<file path="src/rtl/assert_macros.svh">
// Assertion macros shared by the nearest point search RTL.
`ifndef ASSERT_MACROS_SVH
`define ASSERT_MACROS_SVH

// Checked only out of reset.
`define NPS_ASSERT(name, prop, msg) \
    name: assert property (@(posedge clk) disable iff (!rst_n) prop) else $error(msg);

// Checked on every edge, reset included.
`define NPS_ASSERT_ALWAYS(name, prop, msg) \
    name: assert property (@(posedge clk) prop) else $error(msg);

`endif

</file>
<file path="src/rtl/nps_cell.sv">
// One ring cell: holds a table point, loads on a write, passes it on when scanning.
module nps_cell #(
    parameter int PW = 48
) (
    input  logic          clk,
    input  logic          load_en,
    input  logic [PW-1:0] load_data,
    input  logic          shift_en,
    input  logic [PW-1:0] shift_data,
    output logic [PW-1:0] data
);

    logic [PW-1:0] point_reg;
    logic [PW-1:0] point_next;

    always_comb
    begin
        point_next = point_reg;
        if (load_en)
        begin
            point_next = load_data;
        end
        else if (shift_en)
        begin
            point_next = shift_data;
        end
    end

    always_ff @(posedge clk)
    begin
        point_reg <= point_next;
    end

    assign data = point_reg;

endmodule

</file>
<file path="config.mk">
export PLATFORM = sky130hd
export DESIGN_NAME = nps_cell
export DESIGN_NICKNAME = d
export VERILOG_FILES = /design/src/rtl/assert_macros.svh /design/src/rtl/nps_cell.sv
export SDC_FILE = /design/constraint.sdc
export NUM_CORES = 1
export LEC_CHECK = 0
export ABC_AREA = 1
export ABC_CLOCK_PERIOD_IN_PS = 2500
export BUFFER_PORTS_ARGS = -buffer_cell sky130_fd_sc_hd__buf_2
export CAP_MARGIN = 10
export CELL_PAD_IN_SITES_DETAIL_PLACEMENT = 0
export CELL_PAD_IN_SITES_GLOBAL_PLACEMENT = 1
export CORE_ASPECT_RATIO = 0.9
export CORE_UTILIZATION = 28
export CTS_CLUSTER_SIZE = 10
export DETAILED_ROUTE_END_ITERATION = 8
export GPL_ROUTABILITY_DRIVEN = 1
export GPL_TIMING_DRIVEN = 1
export PLACE_DENSITY = 0.8
export SLEW_MARGIN = 20
export SYNTH_ARGS = -nofsm -noshare
export SYNTH_HDL_FRONTEND = slang
export SYNTH_SLANG_ARGS = --single-unit
</file>
<file path="constraint.sdc">
create_clock -name clk -period 2.5 [get_ports clk]
set_clock_uncertainty 0.15 [all_clocks]
set_input_delay 0.25 -clock clk [delete_from_list [all_inputs] [get_ports clk]]
set_output_delay 0.25 -clock clk [all_outputs]
set_load 0.01 [all_outputs]
</file>
## Yosys cells after proc, flatten, opt, wreduce, memory -nomap -nowiden

Index checks and enable logic that the tools add are counted.

| word-level totals | value |
|---|---|
| output and inout bits | 48 |
| register bits after elaboration | 48 |
| input port bits | 99 |

| cells by class | value |
|---|---|
| reduce and logical (&&, ||, !) cells | 1 |
| muxes and demuxes | 2 |

Operators with widths:

| operator | count |
|---|---|
| $mux W48 | 2 |
| $reduce_bool A2 Y1 | 1 |

## Longest topological paths before layout

| logic depth | value |
|---|---|
| word-level depth | 2 |
| mapped depth | 6 |

## Worst setup path after synthesis

OpenSTA, ideal clock, no wires.

| timing | value |
|---|---|
| kind | input to register |
| start point | input load_en |
| end point | register point_reg[0] (netlist: data[0]), enable pin |
| setup time | 408 ps |
| arrival | 1,598 ps |
| data required time | 1,942 ps |
| setup slack | 344 ps |
| stages on the path | 3 |
| path through | buf_2 > buf_6 > or2_1 |

| between the ends | value |
|---|---|
| word-level cells in the longest chain between the ends | 1 |

Ends and longest elaborated chain:

| element | RTL line | source |
|---|---|---|
| start, declared | nps_cell.sv:6 | `input logic load_en,` |
| $reduce_bool A2 Y1 (no line) | n/a |  |
| end signal, assigned | nps_cell.sv:31 | `point_reg <= point_next;` |
| end, declared | nps_cell.sv:13 | `logic [PW-1:0] point_reg;` |

No other way between the ends.
A chain may end at the register's enable or synchronous reset.

## Final worst setup path

| timing | value |
|---|---|
| start point | input load_en |
| end point | register point_reg[24] (netlist: data[24]), data pin |

| between the ends | value |
|---|---|
| word-level cells in the longest chain between the ends | 1 |

Ends and longest elaborated chain:

| element | RTL line | source |
|---|---|---|
| $mux W48 | nps_cell.sv:19 | `if (load_en)` |
| named net point_next[24] | nps_cell.sv:14 | `logic [PW-1:0] point_next;` |

The timed path passes the listed nets, and every way through them passes these cells.

==> results <==
- The clock passes through at most 2 buffers.
- Of the available clock period, the critical path in the final layout requires 61.93%.
- Setup repair after global routing left no endpoint under its margin.
- The analysis attributes to cell leakage a power of around 1.5 nW.
- The number of max-slew violations in the final report was 0.
- The die is 92.73 µm wide.
- STA puts the critical path data required time at 2.40 ns.
- The initial core utilization is 29.17%.
- The post-CTS clock slew at the launch and capture registers of the worst setup and hold paths is 0.08 ns.
- The transition time at the pin with the least slew margin is approximately 0.77 ns.
- After detailed routing, the average wire length per cell comes to 11.08 µm.
- In the final routing, the length of wire on met1 measures 1.951 mm.
- The power consumption is 1.753 mW.
- The startpoint kind of the worst setup timing path is an input pin.
- The layout has around 740 filler cells.
- The areal power density over the cells is roughly 600 mW/mm².
- The depth of the CTS H-tree is 2.
- The worst-case IR drop observed on VDD is around 0.00019 V.
- Counting tap cells, the placed design contains a total of between 400 and 500 instances.
- The type of the worst setup path is in -> reg.
- Entering global routing, the biggest net connects 50 pins.
- From synthesis to final layout, the design area changed by 41.37%.
- The total negative slack is 0 ns.
- The total length of routed met3 wires is roughly 390 µm.
- The highest metal layer with signal wires is met4.
- The shortest clock period the worst path allows after layout is around 1.5 ns.
- The count of nets left with antenna violations once routing finished came out at 0.
- The cell area after technology mapping is 0.002074 mm².
- The register with the most flip-flops in the layout has 48 of them.
- The synthesized netlist net count is slightly above 300.
- The post-CTS setup buffer count is 0.
- The critical path endpoint category is a flop.
- The synthesized design contains 48 register bits.
- Along the worst path, the maximum fanout reaches 49.
- The cell count after synthesis is between 200 and 250.
- The DRC violation count after routing is 0.
- The cell chosen for the clock root is clkbuf_8.
- TritonCTS built the clock tree.
- The total number of vias is about 1,800.
- Global routing finished with a remaining overflow of 0.
- Cells with a size suffix above 1 make up 44.41% of the layout.
- The count of warnings emitted by yosys is 0.
- Counting the buffers created by CTS gives 5.
- The number of antenna violations at the first check in global routing is 0.
- The non-filler instance count after layout is roughly 440.
- Summed over all nets, wire length on met2 after detailed routing comes to around 2.5 mm.
- The final count of hold timing violations is 0.
- Row generation in the floorplan step produced 29 rows.
- OpenSTA, run right after detailed placement, puts the worst setup slack at ~0.62 ns.
- Measured on the finished design, the core utilization comes to about two fifths.
- The routability-driven placement congestion ratio is between 0.7 and 0.8.
- The first global-routing pass estimated 7.762 mm of wire.
- The run finished with clean final reports.
- The wire-length estimate of the detail-placed layout is 3.569 mm.
- The die span in y is 83.66 µm.
- The worst hold path belongs to the class in -> reg.
- The number of nets in the finished design is around 450.
- Timing would allow up to ~0.65 GHz.
- After clock tree synthesis, the flow added hold-fix buffers numbering 0.
- The TritonCTS sink count is between 40 and 50.
- The cell depth of the worst min-delay path is 3.
- The normalized max-slew margin is 48.67%.
- The average cell area after synthesis is around 10 µm².
- The die covers 0.007757 mm².
- Gates resized during post-CTS repair numbered 0.
- The signal arrival time at the worst endpoint is approximately 1.5 ns.
- Setup violations remaining at the end of the flow were counted as 0.
- The number of diodes is 0.
- The via count of the first global-routing pass came to around 1,700.
- The count of boundary I/O pins is between 100 and 150.
- The least setup slack across all paths after layout is approximately 0.95 ns.
- Following the worst setup path forward leads to its endpoint at data[24].
- The total global routing track utilization is approximately an eighth.
- The area of the placeable core is a little over 0.007 mm².
- The count of buffers from port buffering is 146.
- The share of the yosys chip area belonging to registers is 69.48%.
- Using the TritonRoute via totals, the vias-per-cell ratio works out to approximately 4.2.
- For this run, the detailed router's first-pass iteration total came to 4.
- The total wire length after detailed routing is approximately 5 mm.
- The synthesized netlist contains 7 unique library cells.
- The starting DRC count in detailed routing is between 80 and 90.
- The number of maximum-capacitance constraint violations is 0.
- The source of the critical timing path is load_en.
[logic make-up (layout without fill, tap and decap cells)]
| logic type | after synthesis | after routing | synth area share, % |
|---|---|---|---|
| simple gates | 145 | 145 | 26.36 |
| buf+inv | 12 | 156 | 4.162 |
| flops | 48 | 48 | 69.48 |
[report_power, final]
part	total, mW	internal (mW)	switching, mW
combinational	0.307	0.139	0.168
clock	0.439	0.194	0.245
sequential	1.01	0.987	0.0199
total	1.75	1.32	0.433
[how the worst min path moves through the flow]
stage	from	slack, ns	endpoint
finish	shift_data[1]	0.07	data[1]
global route	shift_data[26]	0.06	data[26]
CTS	shift_data[36]	0.05	data[36]
detailed placement	shift_data[26]	0.36	data[26]
global placement	shift_data[10]	0.37	data[10]
floorplan	shift_data[0]	0.28	data[0]
[cell type report]
type / count / area (µm²) / area share, %
Clock buffer: 6 / 72.57 / 2.474
Clock inverter: 2 / 11.26 / 0.3840
Inverter: 1 / 3.754 / 0.1280
Multi-Input combinational cell: 145 / 549.3 / 18.73
Sequential cell: 48 / 1441 / 49.15
Tap cell: 93 / 116.4 / 3.968
Timing Repair Buffer: 147 / 738.2 / 25.17
[metrics by stage]
step                hold WS (ns)  cell area, µm²
finish                   0.06538            2933
CTS                      0.05027            2930
floorplan                 0.2786            2074
global route             0.05761            2933
detailed placement        0.3646            2846
global placement          0.3661            2846
[routing by layer]
metal  vias up  track usage, %
met2        76           22.90
met5         -               0
met3         4           3.461
met4         0           4.196
met1       830           14.66
li1        938               -
[synthesized netlist by cell type (all sizes together)]
library cell | n | area share [%]
buf | 11 | 4.0
edfxtp | 48 | 69
inv | 1 | 0.18
or2 | 1 | 0.30
nand2 | 144 | 26
[critical path, cell delays in order]
cell and delay [ns]:
buf_2 0.09, buf_4 0.41, inv_2 0.44, nand2_1 0.17, nand2_1 0.06
[cells in the final DEF (no fill, tap or decap), drive strengths merged]
| cell type | count |
|---|---|
| clkinv | 1 |
| inv | 1 |
| edfxtp | 48 |
| clkbuf | 6 |
| nand2 | 144 |
| buf | 147 |
| or2 | 1 |
| clkinvlp | 1 |
(Power assumes the default switching activity.)
