File: config.mk
export PLATFORM = sky130hd
export DESIGN_NAME = nps_dist
export DESIGN_NICKNAME = d
export VERILOG_FILES = /design/src/rtl/assert_macros.svh /design/src/rtl/nps_pkg.sv /design/src/rtl/nps_dist.sv
export SDC_FILE = /design/constraint.sdc
export NUM_CORES = 2
export LEC_CHECK = 0
export ABC_AREA = 1
export BUFFER_PORTS_ARGS = -buffer_cell sky130_fd_sc_hd__buf_2
export CORE_MARGIN = 8
export CORE_UTILIZATION = 55
export DETAILED_ROUTE_END_ITERATION = 10
export PLACE_DENSITY_LB_ADDON = 0.2
export SYNTH_ARGS = -nofsm -noshare
export SYNTH_HDL_FRONTEND = slang
export SYNTH_SLANG_ARGS = --single-unit
File: constraint.sdc
create_clock -name clk -period 11 [get_ports clk]
set_input_delay 0.55 -clock clk [delete_from_list [all_inputs] [get_ports clk]]
set_output_delay 0.55 -clock clk [all_outputs]
set_load 0.1 [all_outputs]
File: src/rtl/assert_macros.svh
// Assertion macros shared by the nearest point search RTL.
`ifndef ASSERT_MACROS_SVH
`define ASSERT_MACROS_SVH

// Checked only out of reset.
`define NPS_ASSERT(name, prop, msg) \
    name: assert property (@(posedge clk) disable iff (!rst_n) prop) else $error(msg);

// Checked on every edge, reset included.
`define NPS_ASSERT_ALWAYS(name, prop, msg) \
    name: assert property (@(posedge clk) prop) else $error(msg);

`endif

File: src/rtl/nps_pkg.sv
// Shared types and constants of the nearest point search block.
package nps_pkg;

    localparam int INDEX_W     = 4;
    localparam int NPTS_W      = 5;
    localparam int CMD_W       = 2;
    localparam int DRAIN_STEPS = 3;
    localparam int DRAIN_W     = 2;

    typedef enum logic [CMD_W-1:0] {
        CMD_WRITE    = 2'd0,
        CMD_NEAREST  = 2'd1,
        CMD_DIRECTED = 2'd2,
        CMD_NONE     = 2'd3
    } cmd_t;

    typedef enum logic [1:0] {
        ST_IDLE  = 2'd0,
        ST_SCAN  = 2'd1,
        ST_DRAIN = 2'd2,
        ST_DONE  = 2'd3
    } state_t;

    typedef struct packed {
        logic clear;
        logic feed;
        logic dir_mode;
    } scan_ctrl_t;

endpackage

File: src/rtl/nps_dist.sv
// Distance pipeline fed from the ring head: offsets, products, sums, best-so-far tracking.
module nps_dist #(
    parameter int C  = 16,
    parameter int IW = 4
) (
    input  logic                 clk,
    input  logic                 rst_n,
    input  nps_pkg::scan_ctrl_t  ctrl,
    input  logic [IW-1:0]        idx,
    input  logic [3*C-1:0]       point,
    input  logic [3*C-1:0]       qpos,
    input  logic [3*C-1:0]       qdir,
    output logic                 best_found,
    output logic [IW-1:0]        best_idx,
    output logic [3*C-1:0]       best_point,
    output logic [2*C+1:0]       best_dist
);

    localparam int OW  = C + 1;
    localparam int PDW = OW + C;
    localparam int DOW = PDW + 2;
    localparam int SW  = 2 * C + 2;

    logic signed [OW-1:0]  off [3];
    logic signed [OW-1:0]  s1_off_reg [3];
    logic                  s1_valid_reg;
    logic [IW-1:0]         s1_idx_reg;
    logic [3*C-1:0]        s1_point_reg;

    logic [2*C-1:0]        s2_sq_reg [3];
    logic signed [PDW-1:0] s2_dp_reg [3];
    logic                  s2_valid_reg;
    logic [IW-1:0]         s2_idx_reg;
    logic [3*C-1:0]        s2_point_reg;

    logic [SW-1:0]         s3_dist_reg;
    logic                  s3_neg_reg;
    logic                  s3_valid_reg;
    logic [IW-1:0]         s3_idx_reg;
    logic [3*C-1:0]        s3_point_reg;

    logic                  found_reg;
    logic                  found_next;
    logic [IW-1:0]         bidx_reg;
    logic [3*C-1:0]        bpoint_reg;
    logic [SW-1:0]         bdist_reg;
    logic                  take;
    logic signed [DOW-1:0] dot_sum;

    genvar k;
    generate
        for (k = 0; k < 3; k++)
        begin : g_axis
            logic signed [C-1:0]    p_c;
            logic signed [C-1:0]    q_c;
            logic signed [2*OW-1:0] sq_full;
            logic signed [PDW-1:0]  dp_full;
            logic signed [C-1:0]    d_c;

            assign p_c     = point[k*C +: C];
            assign q_c     = qpos[k*C +: C];
            assign d_c     = qdir[k*C +: C];
            assign off[k]  = OW'(p_c) - OW'(q_c);
            assign sq_full = s1_off_reg[k] * s1_off_reg[k];
            assign dp_full = s1_off_reg[k] * d_c;

            always_ff @(posedge clk)
            begin
                s1_off_reg[k] <= off[k];
                s2_sq_reg[k]  <= sq_full[2*C-1:0];
                s2_dp_reg[k]  <= dp_full;
            end
        end
    endgenerate

    assign dot_sum = DOW'(s2_dp_reg[0]) + DOW'(s2_dp_reg[1]) + DOW'(s2_dp_reg[2]);

    always_ff @(posedge clk or negedge rst_n)
    begin
        if (!rst_n)
        begin
            s1_valid_reg <= 1'b0;
            s2_valid_reg <= 1'b0;
            s3_valid_reg <= 1'b0;
            found_reg    <= 1'b0;
        end
        else
        begin
            s1_valid_reg <= ctrl.feed;
            s2_valid_reg <= s1_valid_reg;
            s3_valid_reg <= s2_valid_reg;
            found_reg    <= found_next;
        end
    end

    always_ff @(posedge clk)
    begin
        s1_idx_reg   <= idx;
        s1_point_reg <= point;
        s2_idx_reg   <= s1_idx_reg;
        s2_point_reg <= s1_point_reg;
        s3_idx_reg   <= s2_idx_reg;
        s3_point_reg <= s2_point_reg;
        s3_dist_reg  <= SW'(s2_sq_reg[0]) + SW'(s2_sq_reg[1]) + SW'(s2_sq_reg[2]);
        s3_neg_reg   <= dot_sum[DOW-1];
        if (take)
        begin
            bidx_reg   <= s3_idx_reg;
            bpoint_reg <= s3_point_reg;
            bdist_reg  <= s3_dist_reg;
        end
    end

    // strict less-than keeps the earlier slot on ties
    always_comb
    begin
        take = s3_valid_reg && !(ctrl.dir_mode && s3_neg_reg)
               && (!found_reg || (s3_dist_reg < bdist_reg));
        found_next = found_reg;
        if (ctrl.clear)
        begin
            found_next = 1'b0;
        end
        else if (take)
        begin
            found_next = 1'b1;
        end
    end

    assign best_found = found_reg;
    assign best_idx   = bidx_reg;
    assign best_point = bpoint_reg;
    assign best_dist  = bdist_reg;

endmodule
== Word-level counts from Yosys, hierarchy flattened ==
Memory sizes are Yosys's and may differ from the RTL's.
Index checks and enable logic that the tools add are counted.

* Register bits after elaboration: 281
* Latch bits: 0
* Memory bits (writable): 246
* Memory bits (read-only): 0
* Bits of input ports: 153
* Output and inout bits: 87
* Word-level logic and storage cells: 41
* Memories: 3

{| class="wikitable"
|+ Memory list
! memory !! words !! bits a word !! rd ports !! clocked after memory_dff !! wr ports !! RTL line !! text
|-
| s2_dp_reg || 3 || 33 || 3 || 0 || 3 || nps_dist.sv:31 || <nowiki>logic signed [PDW-1:0] s2_dp_reg [3];</nowiki>
|-
| s2_sq_reg || 3 || 32 || 3 || 0 || 3 || nps_dist.sv:30 || <nowiki>logic [2*C-1:0] s2_sq_reg [3];</nowiki>
|-
| s1_off_reg || 3 || 17 || 3 || 0 || 3 || nps_dist.sv:25 || <nowiki>logic signed [OW-1:0] s1_off_reg [3];</nowiki>
|}

* $add $sub $neg: 7
* Multipliers: 6
* Div/mod/pow operators: 0
* $lt $le $gt $ge: 1
* Equality and inequality tests: 0
* Shifts and indexed selects: 0
* Multiplexer cells: 2
* Bitwise gates (word level): 0
* Reduce and logical (&&, ||, !) cells: 7

{| class="wikitable"
|+ Operators with widths
! kind !! number
|-
| multiplier 17 x 16 -> 33 bit || 3
|-
| multiplier 17 x 17 -> 32 bit || 3
|-
| subtractor 16 x 16 -> 17 bit || 3
|-
| adder 34 x 33 -> 35 bit || 1
|-
| adder 33 x 32 -> 34 bit || 1
|-
| adder 33 x 33 -> 34 bit || 1
|-
| < comparator 34 bit || 1
|-
| adder 32 x 32 -> 33 bit || 1
|-
| logical AND 1 bit || 3
|-
| logical NOT 1 bit || 2
|-
| 2-to-1 mux 1 bit || 2
|-
| nonzero test 2 bit || 1
|-
| logical OR 1 bit || 1
|}

== Logic depth before layout (Yosys ltp) ==
* Depth in word-level cells: 6
* Depth in mapped cells: 29
* Mapped depth without buffers: 27

== Worst setup path after synthesis ==
Ideal clock, no wire load.

* Path type: register to register
* Start: register bdist_reg[9], in the netlist best_dist[9]
* End: register bdist_reg[0], in the netlist best_dist[0] (enable)
* Library setup time: 0.559 ns
* Data arrival time: 6.031 ns
* Required time: 10.441 ns
* Setup slack: 4.410 ns
* Stages on the path, launching flop included: 11
* Buffers on the path: 0
* Clock period less this slack: 6.590 ns
* Cell sequence: edfxtp_1 > inv_1 > ha_1 > a21o_1 > nor2_1 > nand2_1 > nand2_1 > nand2_1 > nand2_1 > nand3_1 > a21oi_1

* Word-level cells in the longest chain between the ends: 3

{| class="wikitable"
|+ Ends and longest elaborated chain
! what !! RTL line !! text
|-
| start, declared || nps_dist.sv:46 || <nowiki>logic [SW-1:0] bdist_reg;</nowiki>
|-
| start signal, assigned || nps_dist.sv:110 || <nowiki>bdist_reg <= s3_dist_reg;</nowiki>
|-
| < comparator 34 bit || nps_dist.sv:118 || <nowiki>&& (!found_reg || (s3_dist_reg < bdist_reg));</nowiki>
|-
| logical OR 1 bit || nps_dist.sv:118 ||
|-
| logical AND 1 bit || nps_dist.sv:118 ||
|-
| net take || nps_dist.sv:47 || <nowiki>logic take;</nowiki>
|}

The timed path passes the listed nets, and every way through them passes these cells.
A chain may end at the register's enable or synchronous reset.

==> tab_implementation.tex <==
\begin{tabular}{lr}
\hline
Metric & Value \\
\hline
\multicolumn{2}{l}{\textbf{Run status}} \\
Outcome & finished clean \\
\multicolumn{2}{l}{\textbf{Global routing}} \\
Pin count of the biggest net entering global routing & 62 \\
Wire length of the first global-routing pass & 344,000 um \\
All-Layer GR Usage & 26.1\% \\
Vias in the first global route & 66,920 \\
Final global-route overflow total & 0 \\
Number of antenna violations at the first check in global routing & 10 \\
\multicolumn{2}{l}{\textbf{Layout}} \\
Layout cell share with drive strength beyond 1 & 4.75\% \\
Count of filler cells inserted in the layout & 13,497 \\
Area growth syn-to-layout & 6.72\% \\
Non-Filler Cell Area, Final & 87,900 um2 \\
Net total in the final layout & 12,481 \\
Flip-flop count of the largest register after layout & 99 \\
\multicolumn{2}{l}{\textbf{Synthesis}} \\
Main combinational cell family by area after synthesis & adder cells \\
Adder-cell area share of the yosys netlist & 50.3\% \\
Commonest cells in the synthesized netlist & sky130\_fd\_sc\_hd\_\_inv\_1 (2,893), sky130\_fd\_sc\_hd\_\_nand2\_1 (2,243), sky130\_fd\_sc\_hd\_\_fa\_1 (1,662) \\
Dominant register cell in the synthesized netlist & sky130\_fd\_sc\_hd\_\_dfxtp\_1 \\
Flop and latch count out of synthesis & 524 \\
Synthesized netlist cell count & 9,911 \\
Cell types occupying the most area after synthesis & sky130\_fd\_sc\_hd\_\_fa\_1 (40\%), sky130\_fd\_sc\_hd\_\_inv\_1 (13\%), sky130\_fd\_sc\_hd\_\_dfxtp\_1 (11\%), sky130\_fd\_sc\_hd\_\_nand2\_1 (10\%), sky130\_fd\_sc\_hd\_\_ha\_1 (9.9\%) \\
Fraction of synthesized area in multiplexers & 0\% \\
Area share of xor/xnor cells in the synthesized design & 2.38\% \\
Number of unique standard cell types used by synthesis & 53 \\
Post-synthesis area per instance & 8.31 um2 \\
Cell taking the most area after synthesis & sky130\_fd\_sc\_hd\_\_fa\_1 \\
Post-synthesis compound-gate area fraction & 3.85\% \\
Warning count from the yosys run & 0 \\
Yosys top cell area share & 40.4\% \\
Sequential area share after synthesis & 13.8\% \\
Post-synth ARST share & 0.763\% \\
Synthesized cell area & 82,400 um2 \\
Top-count cell post-synth & sky130\_fd\_sc\_hd\_\_inv\_1 \\
Post-synth EDFFs & 86 \\
Share of synthesized cell area in and, or, nand and nor gates & 15.1\% \\
\multicolumn{2}{l}{\textbf{Floorplan}} \\
Floorplan die area & 162,000 um2 \\
Effective utilization at floorplan & 55.2\% \\
Placement row count & 142 \\
Chip Width & 403 um \\
Die Span Y & 403 um \\
Core area & 149,000 um2 \\
Boundary Pins & 240 \\
\multicolumn{2}{l}{\textbf{STA}} \\
Final Skew & 55.4 ps \\
Setup violation total in the final timing report & 0 \\
Crit path time final & 6340 ps \\
Least-Margin Pin Slew & 984 ps \\
Setup repair after global routing missed its margin & false \\
Fmax & 0.158 GHz \\
Worst-case hold slack & 54.5 ps \\
Share of the clock period used by the worst path & 57.6\% \\
Final total negative setup slack & 0 ps \\
Worst slew margin & 34.4\% \\
Fin. Hold Viols & 0 \\
Pins over their slew limit & 0 \\
\multicolumn{2}{l}{\textbf{Placement}} \\
Placed inst area & 85,300 um2 \\
Detail Placement HPWL & 172,000 um \\
\# port buffers & 239 \\
GPL Wtd Cong & 0.955 \\
\multicolumn{2}{l}{\textbf{Worst hold path}} \\
Endpoint of the worst hold-timing path & s1\_point\_reg[46]\$\_DFF\_P\_ \\
Min-Delay Path Depth & 1 \\
Hold Crit Start & point[46] \\
Hold WC Path Type & input port to flop \\
\multicolumn{2}{l}{\textbf{Worst setup path}} \\
Worst-path cell chain & nand2\_1, inv\_1, fa\_1, fa\_1, fa\_1, fa\_1, fa\_1, inv\_1, fa\_1, inv\_1, ha\_1, a21o\_1, a21boi\_0, o21ai\_0, a21oi\_1, nand2\_1, nand2\_1, nand2\_1 \\
Critical Path Source Type & flop \\
Slowest cell on crit path & sky130\_fd\_sc\_hd\_\_dfxtp\_2 \\
Most common cell on crit path & sky130\_fd\_sc\_hd\_\_fa\_1 \\
Max incr delay on CP & 950 ps \\
Required @ worst endpoint & 11,580 ps \\
Data arrival, critical path & 6920 ps \\
CP Capture Type & flop \\
Internal reg-to-reg setup slack & 4660 ps \\
R2r startpoint & s1\_off\_reg[0][16]\$\_DFF\_P\_ \\
Register-to-Register Path Depth & 18 \\
Startpoint-to-endpoint class of the critical path & flop to flop \\
Reg2Reg Capture Point & s2\_dp\_reg[0][30]\$\_DFF\_P\_ \\
Peak fanout along the critical path & 43 \\
\multicolumn{2}{l}{\textbf{CTS}} \\
Post-CTS Repair Setup Buffers & 0 \\
Buffer depth of the longest clock path & 3 \\
Master cell of the clock root buffer & sky130\_fd\_sc\_hd\_\_clkbuf\_16 \\
Number of clock sinks & 524 \\
Clock buffer count from CTS & 59 \\
H-tree Lvls & 2 \\
Worst-skew pair later-pin latency & 690 ps \\
CTS tree & built \\
Clock transition at path regs & 60 ps \\
\multicolumn{2}{l}{\textbf{Routing}} \\
Via count of the routed design & 61,255 \\
Number of iterations in the first detailed-routing pass & 8 \\
Drc violations & 0 \\
Total routed wirelength & 206,000 um \\
Residual antenna-violating net count after detailed routing & 0 \\
Routed length per instance & 17.1 um \\
DR vias/cell & 5.10 \\
Initial DRC Count & 3,949 \\
\multicolumn{2}{l}{\textbf{Run}} \\
Max-Cap Viols & 0 \\
\hline
\end{tabular}
-- worst max-delay path by stage --
| stage | start | to | depth (start not counted) | slack, ps |
|---|---|---|---|---|
| 2_1_floorplan | best_dist[9]$_DFFE_PP_ | best_dist[0]$_DFFE_PP_ | 10 | 4410 |
| 3_3_place_gp | s1_off_reg[0][16]$_DFF_P_ | s2_dp_reg[0][30]$_DFF_P_ | 19 | 4800 |
| 3_5_place_dp | s1_off_reg[0][16]$_DFF_P_ | s2_dp_reg[0][30]$_DFF_P_ | 18 | 4730 |
| 4_1_cts | s1_off_reg[0][16]$_DFF_P_ | s2_dp_reg[0][30]$_DFF_P_ | 18 | 4710 |
| 5_1_grt | s1_off_reg[0][16]$_DFF_P_ | s2_dp_reg[0][30]$_DFF_P_ | 18 | 4190 |
| 6_report | s1_off_reg[0][16]$_DFF_P_ | s2_dp_reg[0][30]$_DFF_P_ | 18 | 4660 |
-- through the flow --
| step | util (%) | cells | setup WS, ps |
|---|---|---|---|
| 3_3_place_gp | 57.2 | 11853 | 4800 |
| 2_1_floorplan | - | 9913 | 4410 |
| 6_report | 58.9 | 12014 | 4660 |
| 3_5_place_dp | 57.2 | 11853 | 4730 |
| 5_1_grt | 58.9 | 12011 | 4190 |
| 4_1_cts | 58.9 | 12007 | 4710 |
-- final cells by class --
cell class,count,area [um2],share of cell area [%]
diodes,7,17.5,0.0199
clock buffers,74,1680,1.91
clock inverters,38,507,0.576
inverters,2907,10900,12.4
multi-input cells,6189,59000,67.1
flip-flops and latches,524,11400,12.9
well taps,1944,2430,2.77
repair buffers,331,1990,2.27
-- cells by family after synthesis --
logic type / after synthesis
xor gates and xnor gates: 223
AOI/OAI and AO/OA: 572
buffers and inverters: 3200
other: 1
and+or+nand+nor: 3075
DFF: 524
adders and majority gates: 2316
-- routing by layer --
layer,vias to the layer above,part of all wire [%],global-route usage [%]
met3,438,6.0,3.71
met5,-,0.0053,0
met1,30165,42,34.1
li1,28755,-,-
met2,1895,48,44.2
met4,2,4.6,10.2
-- worst max-delay path: cells and delay by family, from the launching register on --
| kind | cells | cell delay (ps) |
|---|---|---|
| flops | 1 | 950 |
| buf+inv | 3 | 290 |
| simple gates | 4 | 400 |
| compound gates | 4 | 740 |
| fa+ha+maj | 7 | 3820 |
-- layout by cell type, fill, tap and decap left out, types with 5 or more instances in the layout --
cell type                       netlist  final
sky130_fd_sc_hd__o21ai_2              6      6
sky130_fd_sc_hd__a21oi_1            305    304
sky130_fd_sc_hd__diode_2              0      7
sky130_fd_sc_hd__or2_2               16     16
sky130_fd_sc_hd__fa_1              1662   1662
sky130_fd_sc_hd__nor3_2              10     10
sky130_fd_sc_hd__clkinvlp_4           0      5
sky130_fd_sc_hd__dfxtp_1            434    432
sky130_fd_sc_hd__inv_2               14     14
sky130_fd_sc_hd__xnor2_1             54     54
sky130_fd_sc_hd__nand4_1             75     75
sky130_fd_sc_hd__nand3_1            247    247
sky130_fd_sc_hd__o21bai_1            27     27
sky130_fd_sc_hd__nor3_1              46     46
sky130_fd_sc_hd__nand2b_1             6      6
sky130_fd_sc_hd__o21ai_0            131    131
sky130_fd_sc_hd__clkbuf_16            0     62
sky130_fd_sc_hd__nor2_1             380    380
sky130_fd_sc_hd__ha_1               654    654
sky130_fd_sc_hd__buf_4                1     50
sky130_fd_sc_hd__a21o_1              23     23
sky130_fd_sc_hd__o31ai_1              5      5
sky130_fd_sc_hd__o21ai_1             23     23
sky130_fd_sc_hd__edfxtp_1            86     86
sky130_fd_sc_hd__nand2_2              8      8
sky130_fd_sc_hd__bufinv_16            0      8
sky130_fd_sc_hd__inv_1             2893   2893
sky130_fd_sc_hd__clkinv_4             0      7
sky130_fd_sc_hd__nor4_1               8      8
sky130_fd_sc_hd__clkbuf_8             0      8
sky130_fd_sc_hd__nand2_1           2243   2243
sky130_fd_sc_hd__buf_2                4    239
sky130_fd_sc_hd__nand3b_1            13     13
sky130_fd_sc_hd__xor2_1             168    168
sky130_fd_sc_hd__a21oi_2              6      6
sky130_fd_sc_hd__dlygate4sd3_1        0     42
sky130_fd_sc_hd__a31oi_1              6      6
sky130_fd_sc_hd__o21a_1              20     20
sky130_fd_sc_hd__o211ai_1             5      5
sky130_fd_sc_hd__inv_6                0      6
-- what timing repair did --
item | 4_1_cts | 5_1_grt
hold buffers | 42 | 0
gates resized for setup | 0 | 0
hold endpoints to repair | 45 | 0
Power is not shown: default switching activity piles up to over one toggle a cycle in this logic, so the estimate is an artifact.
